`config.mk`:
```
export PLATFORM = sky130hd
export DESIGN_NAME = psb_lane
export DESIGN_NICKNAME = d
export VERILOG_FILES = /design/src/rtl/psb_pkg.sv /design/src/rtl/psb_lane.sv
export SDC_FILE = /design/constraint.sdc
export NUM_CORES = 1
export LEC_CHECK = 0
export ABC_CLOCK_PERIOD_IN_PS = 7600
export BUFFER_PORTS_ARGS = -buffer_cell sky130_fd_sc_hd__buf_4
export CAP_MARGIN = 30
export CORE_ASPECT_RATIO = 0.8
export CORE_MARGIN = 8
export CORE_UTILIZATION = 45
export CTS_CLUSTER_DIAMETER = 150
export CTS_CLUSTER_SIZE = 12
export DETAILED_ROUTE_END_ITERATION = 8
export GPL_ROUTABILITY_DRIVEN = 0
export PLACE_DENSITY = 0.74
export SLEW_MARGIN = 10
export SYNTH_ARGS = -nofsm -noshare
export SYNTH_HDL_FRONTEND = slang
export SYNTH_SLANG_ARGS = --single-unit
```
`constraint.sdc`:
```
create_clock -name clk -period 7.6 [get_ports clk]
set_input_delay 0 -clock clk [delete_from_list [all_inputs] [get_ports clk]]
set_output_delay 0 -clock clk [all_outputs]
set_load 0.03 [all_outputs]
```
`src/rtl/psb_pkg.sv`:
```
// Package for the pixel saturation boost core.
// Holds the shared widths, the divider geometry and the payload type carried alongside dividers.
// It depends on nothing.
package psb_pkg;

	localparam int CH_W       = 8;
	localparam int SUM_W      = 9;
	localparam int DEN_W      = 17;
	localparam int BITS_STG   = 4;
	localparam int NUM_BITS   = 33;
	localparam int DIV_STG    = (NUM_BITS + BITS_STG - 1) / BITS_STG;
	localparam int NUM_W      = DIV_STG * BITS_STG;
	localparam int SAT_W      = 17;
	localparam int FACTOR_W   = 24;
	localparam int DIFF_W     = 10;
	localparam int PROD_W     = DIFF_W + FACTOR_W + 1;
	localparam int ACC_W      = PROD_W + 1;
	localparam int FRAC_SH    = 17;
	localparam int LATENCY    = 2 * DIV_STG + 5;

	localparam logic [SAT_W-1:0] Q16_ONE = SAT_W'(65536);
	localparam logic [SUM_W-1:0] SUM_FULL = SUM_W'(510);
	localparam logic [CH_W-1:0] CH_MAX = 8'hff;

	typedef struct packed {
		logic [CH_W-1:0]  red;
		logic [CH_W-1:0]  green;
		logic [CH_W-1:0]  blue;
		logic [CH_W-1:0]  opacity;
		logic [SUM_W-1:0] sum;
		logic             zero_div;
	} side_t;

endpackage

```
`src/rtl/psb_lane.sv`:
```
// One colour channel of the output mix: scaled push away from lightness, then clamp.
// Two register stages: product, then sum and clamp.
// Depends on psb_pkg.
module psb_lane (
	input  logic                          clk,
	input  logic [psb_pkg::CH_W-1:0]      chan,
	input  logic [psb_pkg::SUM_W-1:0]     sum,
	input  logic [psb_pkg::FACTOR_W-1:0]  factor,
	output logic [psb_pkg::CH_W-1:0]      result
);

	logic signed [psb_pkg::DIFF_W-1:0] diff;
	logic signed [psb_pkg::PROD_W-1:0] prod_s4;
	logic [psb_pkg::CH_W-1:0]          chan_s4;
	logic signed [psb_pkg::ACC_W-1:0]  acc;
	logic [psb_pkg::ACC_W-1:0]         shifted;

	assign diff = $signed({1'b0, chan, 1'b0}) - $signed({1'b0, sum});

	always_ff @(posedge clk) begin
		prod_s4 <= psb_pkg::PROD_W'(diff) * psb_pkg::PROD_W'($signed({1'b0, factor}));
		chan_s4 <= chan;
	end

	assign acc = $signed({{(psb_pkg::ACC_W-psb_pkg::CH_W-psb_pkg::FRAC_SH){1'b0}},
		chan_s4, {psb_pkg::FRAC_SH{1'b0}}}) + psb_pkg::ACC_W'(prod_s4);
	assign shifted = psb_pkg::ACC_W'(acc >>> psb_pkg::FRAC_SH);

	always_ff @(posedge clk) begin
		if (acc <= 0) begin
			result <= '0;
		end else if (shifted > psb_pkg::ACC_W'(psb_pkg::CH_MAX)) begin
			result <= psb_pkg::CH_MAX;
		end else begin
			result <= shifted[psb_pkg::CH_W-1:0];
		end
	end

endmodule

```
After elaboration in Yosys (flattened, before gate mapping):

Index checks and enable logic that the tools add are counted.

* input port bits: 42
* register bits after elaboration: 51
* output and inout bits: 8
* word-level logic and storage cells: 9

* muxes and demuxes: 1
* magnitude comparators: 2
* multiply operators: 1
* $add $sub $neg: 2

Operators with widths (number)
* adder 26 x 35 -> 36 bit: 1
* greater-than comparator 36 x 8 -> 1 bit, second input constant: 1
* <= comparator 36 x 1 -> 1 bit, second input constant: 1
* multiplier 10 x 25 -> 35 bit: 1
* subtractor 9 x 9 -> 10 bit: 1
* two-way mux 8 bit: 1

Longest topological paths before layout:

* depth after elaboration: 3
* depth in mapped cells: 30
* depth with buffers taken out: 29

Least setup slack after synthesis:

OpenSTA, ideal clock, no wires.

* kind: input to register
* start: in sum[2] in the netlist's numbering
* end: reg prod_s4[34] in the netlist's numbering
* path buffers: 1
* slack: 1.186 ns
* data required time: 7.536 ns
* stages on the path: 27
* data arrival time: 6.350 ns
* cell sequence: inv_1 > ha_1 > nor2b_1 > o21ai_1 > a21boi_1 > o21a_1 > o21ai_1 > nand2b_1 > a21oi_2 > buf_2 > mux2i_1 > fa_1 > fa_1 > fa_1 > inv_1 > fa_1 > inv_1 > fa_1 > ha_1 > a21o_1 > a21oi_1 > o21ai_1 > a221o_1 > a31oi_4 > o31ai_1 > or4_1 > nand4_1

* word-level cells in the longest chain between the ends: 2

RTL lines
* start: declaration: line psb_lane.sv:7 `input logic [psb_pkg::SUM_W-1:0] sum,`
* subtractor 9 x 9 -> 10 bit: line psb_lane.sv:18 `assign diff = $signed({1'b0, chan, 1'b0}) - $signed({1'b0, sum});`
* multiplier 10 x 25 -> 35 bit: line psb_lane.sv:21 `prod_s4 <= psb_pkg::PROD_W'(diff) * psb_pkg::PROD_W'($signed({1'b0, factor}));`
* end signal: assignment: line psb_lane.sv:21
* end: declaration: line psb_lane.sv:13 `logic signed [psb_pkg::PROD_W-1:0] prod_s4;`

No other way between the ends.
A chain may end at the register's enable or synchronous reset.

Worst setup path after layout:

* start: in chan[0] in the netlist's numbering
* end: reg prod_s4[34] in the netlist's numbering

* word-level cells in the longest chain between the ends: 2

RTL lines
* start: declaration: line psb_lane.sv:6 `input logic [psb_pkg::CH_W-1:0] chan,`
* subtractor 9 x 9 -> 10 bit: line psb_lane.sv:18
* multiplier 10 x 25 -> 35 bit: line psb_lane.sv:21

No other way between the ends.

==> flow_summary_export.csv <==
group,metric,value,unit
route,drt_first_iter_violations,395,
route,wl,22900,µm
floorplan,fp.coreArea,0.0216,mm²
setup_path,cp-start-kind,"input port",
synthesis,syn_inst,1145,
route,antenna_left,0,
clock_network,cts_made_buffers,5,
synthesis,yosys.area.top_type,"fa_1",
timing,fin_worst_skew,0.00233,ns
synthesis,ys_async_sr_fraction,0,%
synthesis,synth_area,0.00991,mm²
setup_path,critPathRequiredTime,7.76,ns
synthesis,synth_edf_count,0,
synthesis,ys_types,59,
final_layout,syn2layout_area_growth,9.03,%
place,hpwl,18500,µm
synthesis,syn_nets,1474,
timing,min_period_over_period,94.2,%
timing,finalSetupViolCount,0,
timing,slew_headroom,66.3,%
route,drt_drc_violations_left,0,
floorplan,ios,50,
setup_path,crit_path_start,"chan[0]",
timing,finalHoldViolCount,0,
place,place_area,0.0105,mm²
timing,tns,0,ns
synthesis,synth_area_leaders,"fa_1, ha_1, inv_1",
grt,grt_max_degree,33,
route,firstDrtPassIters,5,
setup_path,end_kind,"register",
setup_path,crit_end,"prod_s4[34]",
synthesis,syn_avg_cell_area,8.65,µm²
floorplan,die_w,182,µm
setup_path,cp_max_fo,24,
timing,worst_slew_pin_slew,0.506,ns
final_layout,mostFrequentLayoutCells,"inv_1, fa_1, nand2_1, ha_1, and2_1",
timing,max_freq,0.140,GHz
synthesis,yosysWarnings,0,
route,viasPerCell,5.29,
floorplan,row_count,48,
grt,antenna_found_initial,1,
place,port_buffers,49,
setup_path,r2r_cells,11,
setup_path,worstReg2RegEnd,"result[0]",
job,drv_cap,0,
setup_path,ff2ff_setup_slack,4.57,ns
timing,slew_violations,0,
grt,gr-total-overflow,0,
clock_network,cts_tree,"built",
synthesis,seq_area_frac_synth,6.87,%
setup_path,arrival,7.32,ns
floorplan,initial_utilization,45.8,%
grt,grt_usage,17.1,%
timing,finalCriticalPeriod,7.16,ns
setup_path,timing.rr.start,"chan_s4[0]",
final_layout,nets,1497,
clock_network,cts_buffer_depth,2,
run_status,outcome,"finished clean",
synthesis,synth-seq-cells,34,
clock_network,cts_num_sinks,34,
grt,first_global_vias,7990,
min_path,hp-class,"in -> reg",
synthesis,netlist.area_leader.share,35.8,%
final_layout,final_common_cell,"inv_1",
final_layout,diodes,0,
setup_path,critical_path_class,"in -> reg",
clock_network,clkSlewWorstSetupHoldPaths,0.05,ns
clock_network,cts_root_buf,"clkbuf_16",
clock_network,h-tree-depth,2,
final_layout,final_design_area_no_fill,0.0108,mm²
grt,grt_pass1_wl,38600,µm
route,vias,7640,
clock_network,clock_latency,0.28,ns
floorplan,die_y,149,µm
final_layout,drive_above_1_share,8.47,%
floorplan,dieArea,0.0270,mm²
synthesis,ys.flop_type,"dfxtp_1",
route,wl_per_cell,15.9,µm
cells in the mapped netlist (2+ instances only):
cell type / instances
nor2_1: 31
buf_6: 3
o31a_1: 2
o21bai_1: 4
nand4_1: 6
mux2_2: 4
xor2_1: 12
ha_1: 110
fa_1: 177
and3_1: 22
o21ai_0: 16
a21oi_2: 9
or3_1: 4
o211ai_1: 3
and2_1: 72
mux2_1: 3
xnor2_1: 11
o21ai_1: 10
nand2b_1: 48
buf_2: 2
o21a_1: 9
nand2_1: 122
nand3_1: 14
a21o_1: 19
mux2i_1: 19
a21oi_1: 47
a31oi_2: 2
nor2b_1: 8
or4_1: 2
a21boi_1: 3
dfxtp_1: 34
inv_1: 237
a21boi_0: 2
clkbuf_1: 49
nor3_1: 5
per-stage QoR:
stage                     std cells  hold slack, ns  util, %  setup slack, ns
final                          1444           0.388     50.0            0.439
after global routing           1444           0.384     50.0         -0.00402
after CTS                      1441           0.380     49.5           0.0434
after detailed placement       1425           0.126     48.5            0.341
after global placement         1425           0.117     48.5            0.454
after floorplan                1145          0.0277        -             1.19
worst max-delay path, cell delays in order:
cell and delay (ns):
dlygate4sd3_1 0.54, buf_4 0.14, ha_1 0.27, nor2b_1 0.13
o21ai_1 0.17, a21boi_1 0.11, o21ai_1 0.16, a21boi_1 0.10
o21a_1 0.22, or3_4 0.48, and3_1 0.26, fa_1 0.46
fa_1 0.54, fa_1 0.54, fa_1 0.56, inv_1 0.06
fa_1 0.52, inv_1 0.04, ha_1 0.36, nand2_1 0.17
o21ai_0 0.29, nor2_1 0.13, a31oi_4 0.32, a31oi_4 0.17
o31ai_2 0.34, or4_1 0.16, nand4_1 0.08
registers in the layout, summed over array words and instances, names as in the netlist:
register / cells
prod_s4: 18
result: 8
chan_s4: 8
cell type report:
class | instances | area (µm²)
inverter | 237 | 890
clock buffer | 7 | 143
timing repair buffer | 72 | 592
fill | 2052 | 10800
tap | 275 | 344
sequential | 34 | 681
multi-input combinational | 818 | 8150
clock inverter | 1 | 5.00
cell families after synthesis:
kind of cell / Yosys count / share of synthesized area [%]
simple gates: 341 / 17.6
compound gates: 141 / 9.69
buf+inv: 293 / 11.4
flops: 34 / 6.87
fa+ha+maj: 287 / 49.7
mux: 26 / 2.72
xor+xnor: 23 / 2.03
what timing repair did:
| action | in CTS | in global routing |
|---|---|---|
| gates resized for setup | 0 | 8 |
| endpoints found under the setup margin | 0 | 12 |
| hold endpoints to repair | 8 | 0 |
| hold buffers | 8 | 0 |
| buffers inserted | 0 | 1 |
per-layer routing:
layer	wire length (µm)	vias up	GRT usage, %
li1	-	3573	-
met2	11200	214	29.8
met3	1260	26	2.93
met5	11	-	0
met1	10200	3825	22.4
met4	300	2	2.78
worst min path at each step:
| stage | startpoint | end | slack [ns] | cells after the start |
|---|---|---|---|---|
| after floorplan | chan[0] | chan_s4[0] | 0.03 | 0 |
| after global placement | chan[1] | chan_s4[1] | 0.12 | 1 |
| after detailed placement | chan[0] | chan_s4[0] | 0.13 | 1 |
| after CTS | chan[3] | chan_s4[3] | 0.38 | 2 |
| after global routing | chan[5] | chan_s4[5] | 0.38 | 2 |
| final | chan[5] | chan_s4[5] | 0.39 | 2 |
Power is not shown: default switching activity piles up to over one toggle a cycle in this logic, so the estimate is an artifact.
