<file path="src/rtl/psb_pkg.sv">
// Package for the pixel saturation boost core.
// Holds the shared widths, the divider geometry and the payload type carried alongside dividers.
// It depends on nothing.
package psb_pkg;

	localparam int CH_W       = 8;
	localparam int SUM_W      = 9;
	localparam int DEN_W      = 17;
	localparam int BITS_STG   = 4;
	localparam int NUM_BITS   = 33;
	localparam int DIV_STG    = (NUM_BITS + BITS_STG - 1) / BITS_STG;
	localparam int NUM_W      = DIV_STG * BITS_STG;
	localparam int SAT_W      = 17;
	localparam int FACTOR_W   = 24;
	localparam int DIFF_W     = 10;
	localparam int PROD_W     = DIFF_W + FACTOR_W + 1;
	localparam int ACC_W      = PROD_W + 1;
	localparam int FRAC_SH    = 17;
	localparam int LATENCY    = 2 * DIV_STG + 5;

	localparam logic [SAT_W-1:0] Q16_ONE = SAT_W'(65536);
	localparam logic [SUM_W-1:0] SUM_FULL = SUM_W'(510);
	localparam logic [CH_W-1:0] CH_MAX = 8'hff;

	typedef struct packed {
		logic [CH_W-1:0]  red;
		logic [CH_W-1:0]  green;
		logic [CH_W-1:0]  blue;
		logic [CH_W-1:0]  opacity;
		logic [SUM_W-1:0] sum;
		logic             zero_div;
	} side_t;

endpackage

</file>
<file path="src/rtl/psb_div_pipe.sv">
// Pipelined restoring divider, a fixed number of quotient bits per stage.
// Carries a psb_pkg::side_t word alongside each division.
// Depends on psb_pkg.
module psb_div_pipe (
	input  logic                       clk,
	input  logic                       arst_n,
	input  logic                       in_valid,
	input  logic [psb_pkg::NUM_W-1:0]  numer,
	input  logic [psb_pkg::DEN_W-1:0]  denom,
	input  psb_pkg::side_t             in_side,
	output logic                       out_valid,
	output logic [psb_pkg::NUM_W-1:0]  quot,
	output psb_pkg::side_t             out_side
);

	logic                      vld_s  [psb_pkg::DIV_STG];
	logic [psb_pkg::NUM_W-1:0] num_s  [psb_pkg::DIV_STG];
	logic [psb_pkg::NUM_W-1:0] quo_s  [psb_pkg::DIV_STG];
	logic [psb_pkg::DEN_W-1:0] rem_s  [psb_pkg::DIV_STG];
	logic [psb_pkg::DEN_W-1:0] den_s  [psb_pkg::DIV_STG];
	psb_pkg::side_t            side_s [psb_pkg::DIV_STG];

	logic                      vld_i  [psb_pkg::DIV_STG];
	logic [psb_pkg::NUM_W-1:0] num_i  [psb_pkg::DIV_STG];
	logic [psb_pkg::NUM_W-1:0] quo_i  [psb_pkg::DIV_STG];
	logic [psb_pkg::DEN_W-1:0] rem_i  [psb_pkg::DIV_STG];
	logic [psb_pkg::DEN_W-1:0] den_i  [psb_pkg::DIV_STG];
	psb_pkg::side_t            side_i [psb_pkg::DIV_STG];

	assign vld_i[0]  = in_valid;
	assign num_i[0]  = numer;
	assign quo_i[0]  = '0;
	assign rem_i[0]  = '0;
	assign den_i[0]  = denom;
	assign side_i[0] = in_side;

	for (genvar k = 0; k < psb_pkg::DIV_STG; k++) begin : g_stg
		logic [psb_pkg::NUM_W-1:0] num_n;
		logic [psb_pkg::NUM_W-1:0] quo_n;
		logic [psb_pkg::DEN_W-1:0] rem_n;

		if (k > 0) begin : g_link
			assign vld_i[k]  = vld_s[k-1];
			assign num_i[k]  = num_s[k-1];
			assign quo_i[k]  = quo_s[k-1];
			assign rem_i[k]  = rem_s[k-1];
			assign den_i[k]  = den_s[k-1];
			assign side_i[k] = side_s[k-1];
		end

		always_comb begin
			logic [psb_pkg::DEN_W:0] trial;
			num_n = num_i[k];
			quo_n = quo_i[k];
			rem_n = rem_i[k];
			for (int j = 0; j < psb_pkg::BITS_STG; j++) begin
				trial = {rem_n, num_n[psb_pkg::NUM_W-1]};
				num_n = {num_n[psb_pkg::NUM_W-2:0], 1'b0};
				if (trial >= {1'b0, den_i[k]}) begin
					trial = trial - {1'b0, den_i[k]};
					quo_n = {quo_n[psb_pkg::NUM_W-2:0], 1'b1};
				end else begin
					quo_n = {quo_n[psb_pkg::NUM_W-2:0], 1'b0};
				end
				rem_n = trial[psb_pkg::DEN_W-1:0];
			end
		end

		always_ff @(posedge clk or negedge arst_n) begin
			if (!arst_n) begin
				vld_s[k] <= 1'b0;
			end else begin
				vld_s[k] <= vld_i[k];
			end
		end

		always_ff @(posedge clk) begin
			num_s[k]  <= num_n;
			quo_s[k]  <= quo_n;
			rem_s[k]  <= rem_n;
			den_s[k]  <= den_i[k];
			side_s[k] <= side_i[k];
		end
	end

	assign out_valid = vld_s[psb_pkg::DIV_STG-1];
	assign quot      = quo_s[psb_pkg::DIV_STG-1];
	assign out_side  = side_s[psb_pkg::DIV_STG-1];

	a_rem_below_den: assert property (@(posedge clk) disable iff (!arst_n)
		(out_valid && den_s[psb_pkg::DIV_STG-1] != '0) |->
		(rem_s[psb_pkg::DIV_STG-1] < den_s[psb_pkg::DIV_STG-1]))
		else $error("divider remainder not below divisor");

	a_valid_travels: assert property (@(posedge clk) disable iff (!arst_n)
		in_valid |-> ##(psb_pkg::DIV_STG) out_valid)
		else $error("divider lost a word");

endmodule

</file>
<file path="config.mk">
export PLATFORM = sky130hd
export DESIGN_NAME = psb_div_pipe
export DESIGN_NICKNAME = d
export VERILOG_FILES = /design/src/rtl/psb_pkg.sv /design/src/rtl/psb_div_pipe.sv
export SDC_FILE = /design/constraint.sdc
export NUM_CORES = 2
export LEC_CHECK = 0
export BUFFER_PORTS_ARGS = -buffer_cell sky130_fd_sc_hd__buf_2
export CORE_MARGIN = 2
export CORE_UTILIZATION = 55
export CTS_CLUSTER_SIZE = 8
export DETAILED_ROUTE_END_ITERATION = 16
export PLACE_DENSITY = 0.8
export SLEW_MARGIN = 40
export SYNTH_ARGS = -nofsm -noshare
export SYNTH_HDL_FRONTEND = slang
export SYNTH_SLANG_ARGS = --single-unit
</file>
<file path="constraint.sdc">
create_clock -name clk -period 15.4 [get_ports clk]
set_clock_uncertainty 0.05 [all_clocks]
set_input_delay 3.08 -clock clk [delete_from_list [all_inputs] [get_ports clk]]
set_output_delay 3.08 -clock clk [all_outputs]
set_load 0.02 [all_outputs]
</file>
# == Word level (Yosys, flattened, before mapping) ==
# Memory sizes are Yosys's and may differ from the RTL's.
# Index checks and enable logic that the tools add are counted.
# word_totals
regBits,9
ramBits,1296
input_bits,98
out_inout_bits,79
elab_cells,158
n_memories,5
# mem_list
name,depth,width,rd,rd_clocked_by_memory_dff,write_ports,line,text
side_s,9,42,9,0,9,psb_div_pipe.sv:21,psb_pkg::side_t side_s [psb_pkg::DIV_STG];
quo_s,9,36,9,0,9,psb_div_pipe.sv:18,logic [psb_pkg::NUM_W-1:0] quo_s [psb_pkg::DIV_STG];
num_s,9,32,8,0,9,psb_div_pipe.sv:17,logic [psb_pkg::NUM_W-1:0] num_s [psb_pkg::DIV_STG];
den_s,9,17,8,0,9,psb_div_pipe.sv:20,logic [psb_pkg::DEN_W-1:0] den_s [psb_pkg::DIV_STG];
rem_s,9,17,8,0,9,psb_div_pipe.sv:19,logic [psb_pkg::DEN_W-1:0] rem_s [psb_pkg::DIV_STG];
# classes
add_sub_neg,36
n_lt_le_gt_ge,36
n_mux,72
# op_table
cell,n
$ge 18x17->1,35
$mux 17,36
$sub 17x17->17,35
$mux 1,36
$ge 1x17->1,1
$sub 1x17->17,1

# == Logic depth before layout (Yosys ltp) ==
# An unclocked memory read counts as a cell.
# depth
ltp_word,9
depth_mapped,56
depth_no_buf,51

# == Worst setup path before layout ==
# No wires, ideal clock.
# synth_timing
path_kind,input to register
startpoint,input numer[35] in the netlist's numbering
endpoint,memory rem_s[0][10] in the netlist's numbering
setup_time_ns,0.121
arrival_time_ns,11.651
required_time_ns,15.229
setup_slack_ns,3.578
path_stages,40
n_path_buf,3
cell_sequence,inv_1 ha_1 nor2_1 clkbuf_1 nor4_1 ha_1 a21o_1 a21oi_1 o21ai_1 a211oi_1 o22ai_1 nor3_1 clkinv_1 nor2_1 a21oi_1 fa_1 a21o_1 a21oi_1 (+4 left out) nand2b_1 nor3b_2 inv_2 buf_1 o21ai_0 fa_1 nor2b_1 o21ai_1 a21boi_0 o21ai_0 a21oi_1 a2111oi_0 nor3b_1 o21a_1 o31a_1 a2111oi_4 buf_4 mux2_2
# synth_rtl
element,line,text
from (decl),psb_div_pipe.sv:8,"input logic [psb_pkg::NUM_W-1:0] numer,"
to (decl),psb_div_pipe.sv:19,

==> report_table.html <==
<table>
<tr><th>Metric</th><th>Value</th></tr>
<tr><th colspan="2">Status</th></tr>
<tr><td>Run status</td><td>finished clean</td></tr>
<tr><th colspan="2">Cells and area</th></tr>
<tr><td>Layout Area Growth over Synthesis</td><td>12.1%</td></tr>
<tr><td>Most common library cell in the layout ignoring fill and taps</td><td>sky130_fd_sc_hd__dfxtp_1</td></tr>
<tr><td>Number of nets in the layout</td><td>about 6600</td></tr>
<tr><td>Share of final-layout standard cells stronger than drive strength 1</td><td>0.119</td></tr>
<tr><td>Commonest non-fill, non-tap cells in the layout</td><td>974 x sky130_fd_sc_hd__dfxtp_1, 597 x sky130_fd_sc_hd__ha_1, 420 x sky130_fd_sc_hd__a21oi_1</td></tr>
<tr><td>Number of antenna repair diodes</td><td>0</td></tr>
<tr><th colspan="2">Timing</th></tr>
<tr><td>Slew Limit Fails</td><td>0</td></tr>
<tr><td>Final count of negative-setup-slack endpoints</td><td>0</td></tr>
<tr><td>Worst rel slew slack</td><td>0.325</td></tr>
<tr><td>Setup repair after global routing missed its margin</td><td>false</td></tr>
<tr><td>Peak Freq</td><td>between 70 and 80 MHz</td></tr>
<tr><td>Number of hold violations in the final report</td><td>0</td></tr>
<tr><td>Worst Tran Pin Value</td><td>about 1 ns</td></tr>
<tr><td>Min cycle time layout</td><td>13.43 ns</td></tr>
<tr><td>Setup Total Neg Slack</td><td>0 ns</td></tr>
<tr><td>Portion of the clock cycle consumed by the worst path in the final layout</td><td>0.872</td></tr>
<tr><th colspan="2">Die</th></tr>
<tr><td>Io pins</td><td>177</td></tr>
<tr><td>Total core area</td><td>0.0952 mm2</td></tr>
<tr><td>Initial Util</td><td>0.556</td></tr>
<tr><td>Total number of placement rows</td><td>about 110</td></tr>
<tr><td>Die extent in x</td><td>about 310 um</td></tr>
<tr><td>Height of the die</td><td>~310 um</td></tr>
<tr><td>Die area</td><td>between 0.09 and 0.1 mm2</td></tr>
<tr><th colspan="2">Global route</th></tr>
<tr><td>Global-route wire length before repair</td><td>about 210000 um</td></tr>
<tr><td>Maximum number of pins on one net before global-route repair</td><td>35</td></tr>
<tr><td>Antenna violations before repair</td><td>2</td></tr>
<tr><td>Number of global-route vias before repair</td><td>between 40000 and 50000</td></tr>
<tr><td>Global routing usage summed across all routing layers</td><td>0.255</td></tr>
<tr><td>Congestion Overflow GR</td><td>0</td></tr>
<tr><th colspan="2">Detailed routing</th></tr>
<tr><td>DRC viols</td><td>0</td></tr>
<tr><td>Antenna viol nets, final</td><td>0</td></tr>
<tr><td>Average vias per placed instance</td><td>5.87</td></tr>
<tr><td>Count of vias placed by the detailed router</td><td>between 40000 and 50000</td></tr>
<tr><td>First-pass DRT Iterations</td><td>8</td></tr>
<tr><td>Wirelength per Cell</td><td>between 15 and 20 um</td></tr>
<tr><td>Initial detailed-routing violation count</td><td>~3000</td></tr>
<tr><td>Total Routed Length</td><td>approximately 130000 um</td></tr>
<tr><th colspan="2">Yosys</th></tr>
<tr><td>Proportion of register bits with asynchronous set or reset after synthesis</td><td>0.00916</td></tr>
<tr><td>Distinct cells, synth</td><td>99</td></tr>
<tr><td>Number of storage elements in the synthesis netlist</td><td>983</td></tr>
<tr><td>Primary flip-flop cell chosen by synthesis mapping</td><td>sky130_fd_sc_hd__dfxtp_1</td></tr>
<tr><td>Cell area after synthesis</td><td>0.0529 mm2</td></tr>
<tr><td>Avg Cell Area, Syn</td><td>between 9 and 10 um2</td></tr>
<tr><td>Number of nets produced by synthesis</td><td>6345</td></tr>
<tr><td>Total of warnings raised by yosys</td><td>0</td></tr>
<tr><td>Post-synth EDFFs</td><td>0</td></tr>
<tr><td>Syn Inst Count</td><td>approximately 5600</td></tr>
<tr><td>Share of synthesized area occupied by flip-flops and latches</td><td>0.373</td></tr>
<tr><th colspan="2">Critical path</th></tr>
<tr><td>Crit path kind</td><td>primary input to register</td></tr>
<tr><td>Delay of the slowest critical-path stage</td><td>between 0.6 and 0.7 ns</td></tr>
<tr><td>Logic depth of the worst register-to-register path</td><td>40</td></tr>
<tr><td>Critical Path AT</td><td>13.99 ns</td></tr>
<tr><td>Critical path capture point type</td><td>register</td></tr>
<tr><td>Setup slack, reg-to-reg</td><td>slightly below 2 ns</td></tr>
<tr><td>Reg2reg start</td><td>den_s[0][69]$_DFF_P_</td></tr>
<tr><td>Delay-heaviest family, CP</td><td>compound AO/OA/AOI/OAI gates</td></tr>
<tr><td>Critical path startpoint category</td><td>primary input</td></tr>
<tr><td>Cell with the largest stage delay on the worst path</td><td>sky130_fd_sc_hd__nor4_1</td></tr>
<tr><td>FF-to-FF End</td><td>rem_s[0][98]$_DFF_P_</td></tr>
<tr><td>Critical path fanouts, max</td><td>27</td></tr>
<tr><td>Critical path data required time</td><td>~16 ns</td></tr>
<tr><td>Combined buffer and inverter count along the critical path</td><td>6</td></tr>
<tr><th colspan="2">Clock tree</th></tr>
<tr><td>CTS tree</td><td>built</td></tr>
<tr><td>Number of buffers between clock root and the deepest sink</td><td>3</td></tr>
<tr><td>Number of levels in the clock H-tree</td><td>4</td></tr>
<tr><td># hold bufs at CTS</td><td>0</td></tr>
<tr><td>Insertion delay of the later-clocked pin in the worst-skew pair</td><td>roughly 0.77 ns</td></tr>
<tr><td>Number of buffers created by CTS</td><td>between 100 and 150</td></tr>
<tr><td>Clock-pin slew of the registers on the worst-case setup and hold paths</td><td>approximately 0.060 ns</td></tr>
<tr><td>Root buffer cell</td><td>sky130_fd_sc_hd__clkbuf_16</td></tr>
<tr><td>Buffers inserted during post-CTS setup optimization</td><td>0</td></tr>
<tr><td>Number of clock sinks seen by CTS</td><td>between 900 and 1000</td></tr>
<tr><td>Post-cts gate resize count</td><td>0</td></tr>
<tr><th colspan="2">Placed design</th></tr>
<tr><td>Dpl hpwl</td><td>approximately 100000 um</td></tr>
<tr><td>Final weighted congestion in routability-driven placement</td><td>roughly 0.97</td></tr>
<tr><td>Port-buffer cells</td><td>approximately 180</td></tr>
<tr><th colspan="2">Worst hold path</th></tr>
<tr><td>Hold Path Depth</td><td>0</td></tr>
<tr><td>Hold path start</td><td>quo_s[0][74]$_DFF_P_</td></tr>
<tr><td>Capture endpoint of the worst hold path</td><td>quo_s[0][114]$_DFF_P_</td></tr>
<tr><td>Class of the tightest hold or removal check</td><td>register to register</td></tr>
<tr><th colspan="2">Flow run</th></tr>
<tr><td>Max Cap Viol</td><td>0</td></tr>
</table>
==> worst reg2reg max path: cells and delay by family, from the launching register on <==
family / cells / cell delay [ns]
adder cells (fa/ha/maj): 4 / 1.70
multiplexers: 3 / 0.92
AO/OA/AOI/OAI: 23 / 7.92
buffers and inverters: 5 / 1.48
AND/OR/NAND/NOR: 5 / 0.74
flip-flops: 1 / 0.46
==> state kept, by name, indices dropped and copies added (netlist names) <==
signal	flops
side_s	378
quo_s	180
num_s	144
den_s	136
rem_s	136
vld_i	8
out_valid	1
==> logic make-up after synthesis <==
family | synth area share
flops | 0.373
mux | 0.0656
fa+ha+maj | 0.154
simple gates | 0.126
compound gates | 0.176
buf+inv | 0.0329
xor+xnor | 0.0717
==> final cells by class <==
class,count,area (um2)
clock buffer,156,3650
inverter,382,1440
clock inverter,18,379
sequential,983,19700
tap,1265,1580
timing repair buffer,199,1050
fill,7824,35900
multi-input combinational,4178,31500
==> stage by stage <==
| step | std cells | setup WS, ns | util | cell area, um2 | hold slack, ns |
|---|---|---|---|---|---|
| global placement | 7003 | 1.24 | 0.580 | 55200 | 0.259 |
| floorplan | 5616 | 3.58 | - | 52900 | 0.260 |
| finish | 7181 | 1.97 | 0.623 | 59300 | 0.244 |
| detailed placement | 7006 | 1.45 | 0.581 | 55200 | 0.262 |
| global route | 7181 | 1.04 | 0.623 | 59300 | 0.261 |
| CTS | 7180 | 2.14 | 0.623 | 59300 | 0.251 |
==> routing by layer <==
| metal | wire length [um] | GRT usage | share of wire | vias to the layer above |
|---|---|---|---|---|
| li1 | - | - | - | 20681 |
| met5 | 0 | 0 | 0 | - |
| met1 | 56200 | 0.329 | 0.44 | 19781 |
| met4 | 5550 | 0.124 | 0.043 | 0 |
| met2 | 58600 | 0.417 | 0.46 | 1364 |
| met3 | 7890 | 0.0389 | 0.062 | 298 |
==> cells in the mapped netlist, types with 34 or more instances <==
library cell               number  area (um2)
sky130_fd_sc_hd__o31ai_1       38         285
sky130_fd_sc_hd__xor2_1       145        1270
sky130_fd_sc_hd__a21oi_1      420        2100
sky130_fd_sc_hd__nor2b_1       78         488
sky130_fd_sc_hd__xnor2_1      288        2520
sky130_fd_sc_hd__nor4_1        42         263
sky130_fd_sc_hd__mux2_2       251        2830
sky130_fd_sc_hd__o21bai_1      52         390
sky130_fd_sc_hd__nor3_1       115         576
sky130_fd_sc_hd__fa_1          34         681
sky130_fd_sc_hd__or3_1         34         213
sky130_fd_sc_hd__o211ai_1      37         278
sky130_fd_sc_hd__and3_1        38         238
sky130_fd_sc_hd__nand3_1       85         425
sky130_fd_sc_hd__clkbuf_1      54         203
sky130_fd_sc_hd__a211oi_1      45         338
sky130_fd_sc_hd__mux2i_1       48         480
sky130_fd_sc_hd__inv_1        370        1390
sky130_fd_sc_hd__a31oi_1       43         269
sky130_fd_sc_hd__nor2_1       350        1310
sky130_fd_sc_hd__ha_1         597        7470
sky130_fd_sc_hd__nand2_1      363        1360
sky130_fd_sc_hd__dfxtp_1      974       19500
sky130_fd_sc_hd__o21ai_0      297        1490
sky130_fd_sc_hd__a21o_1       166        1250
sky130_fd_sc_hd__o21a_1        95         713
sky130_fd_sc_hd__nand4_1       99         619
sky130_fd_sc_hd__nand2b_1      67         419
==> worst max path at each step <==
stage / from / endpoint / slack, ns / cells after the start
after floorplan: numer[35] / rem_s[0][10]$_DFF_P_ / 3.58 / 40
after global placement: denom[12] / rem_s[0][2]$_DFF_P_ / 1.24 / 38
after detailed placement: denom[12] / rem_s[0][6]$_DFF_P_ / 1.45 / 40
after CTS: denom[12] / rem_s[0][7]$_DFF_P_ / 2.14 / 40
after global routing: denom[12] / rem_s[0][2]$_DFF_P_ / 1.04 / 40
final: denom[12] / rem_s[0][7]$_DFF_P_ / 1.97 / 40
Power is not shown: default switching activity piles up to over one toggle a cycle in this logic, so the estimate is an artifact.
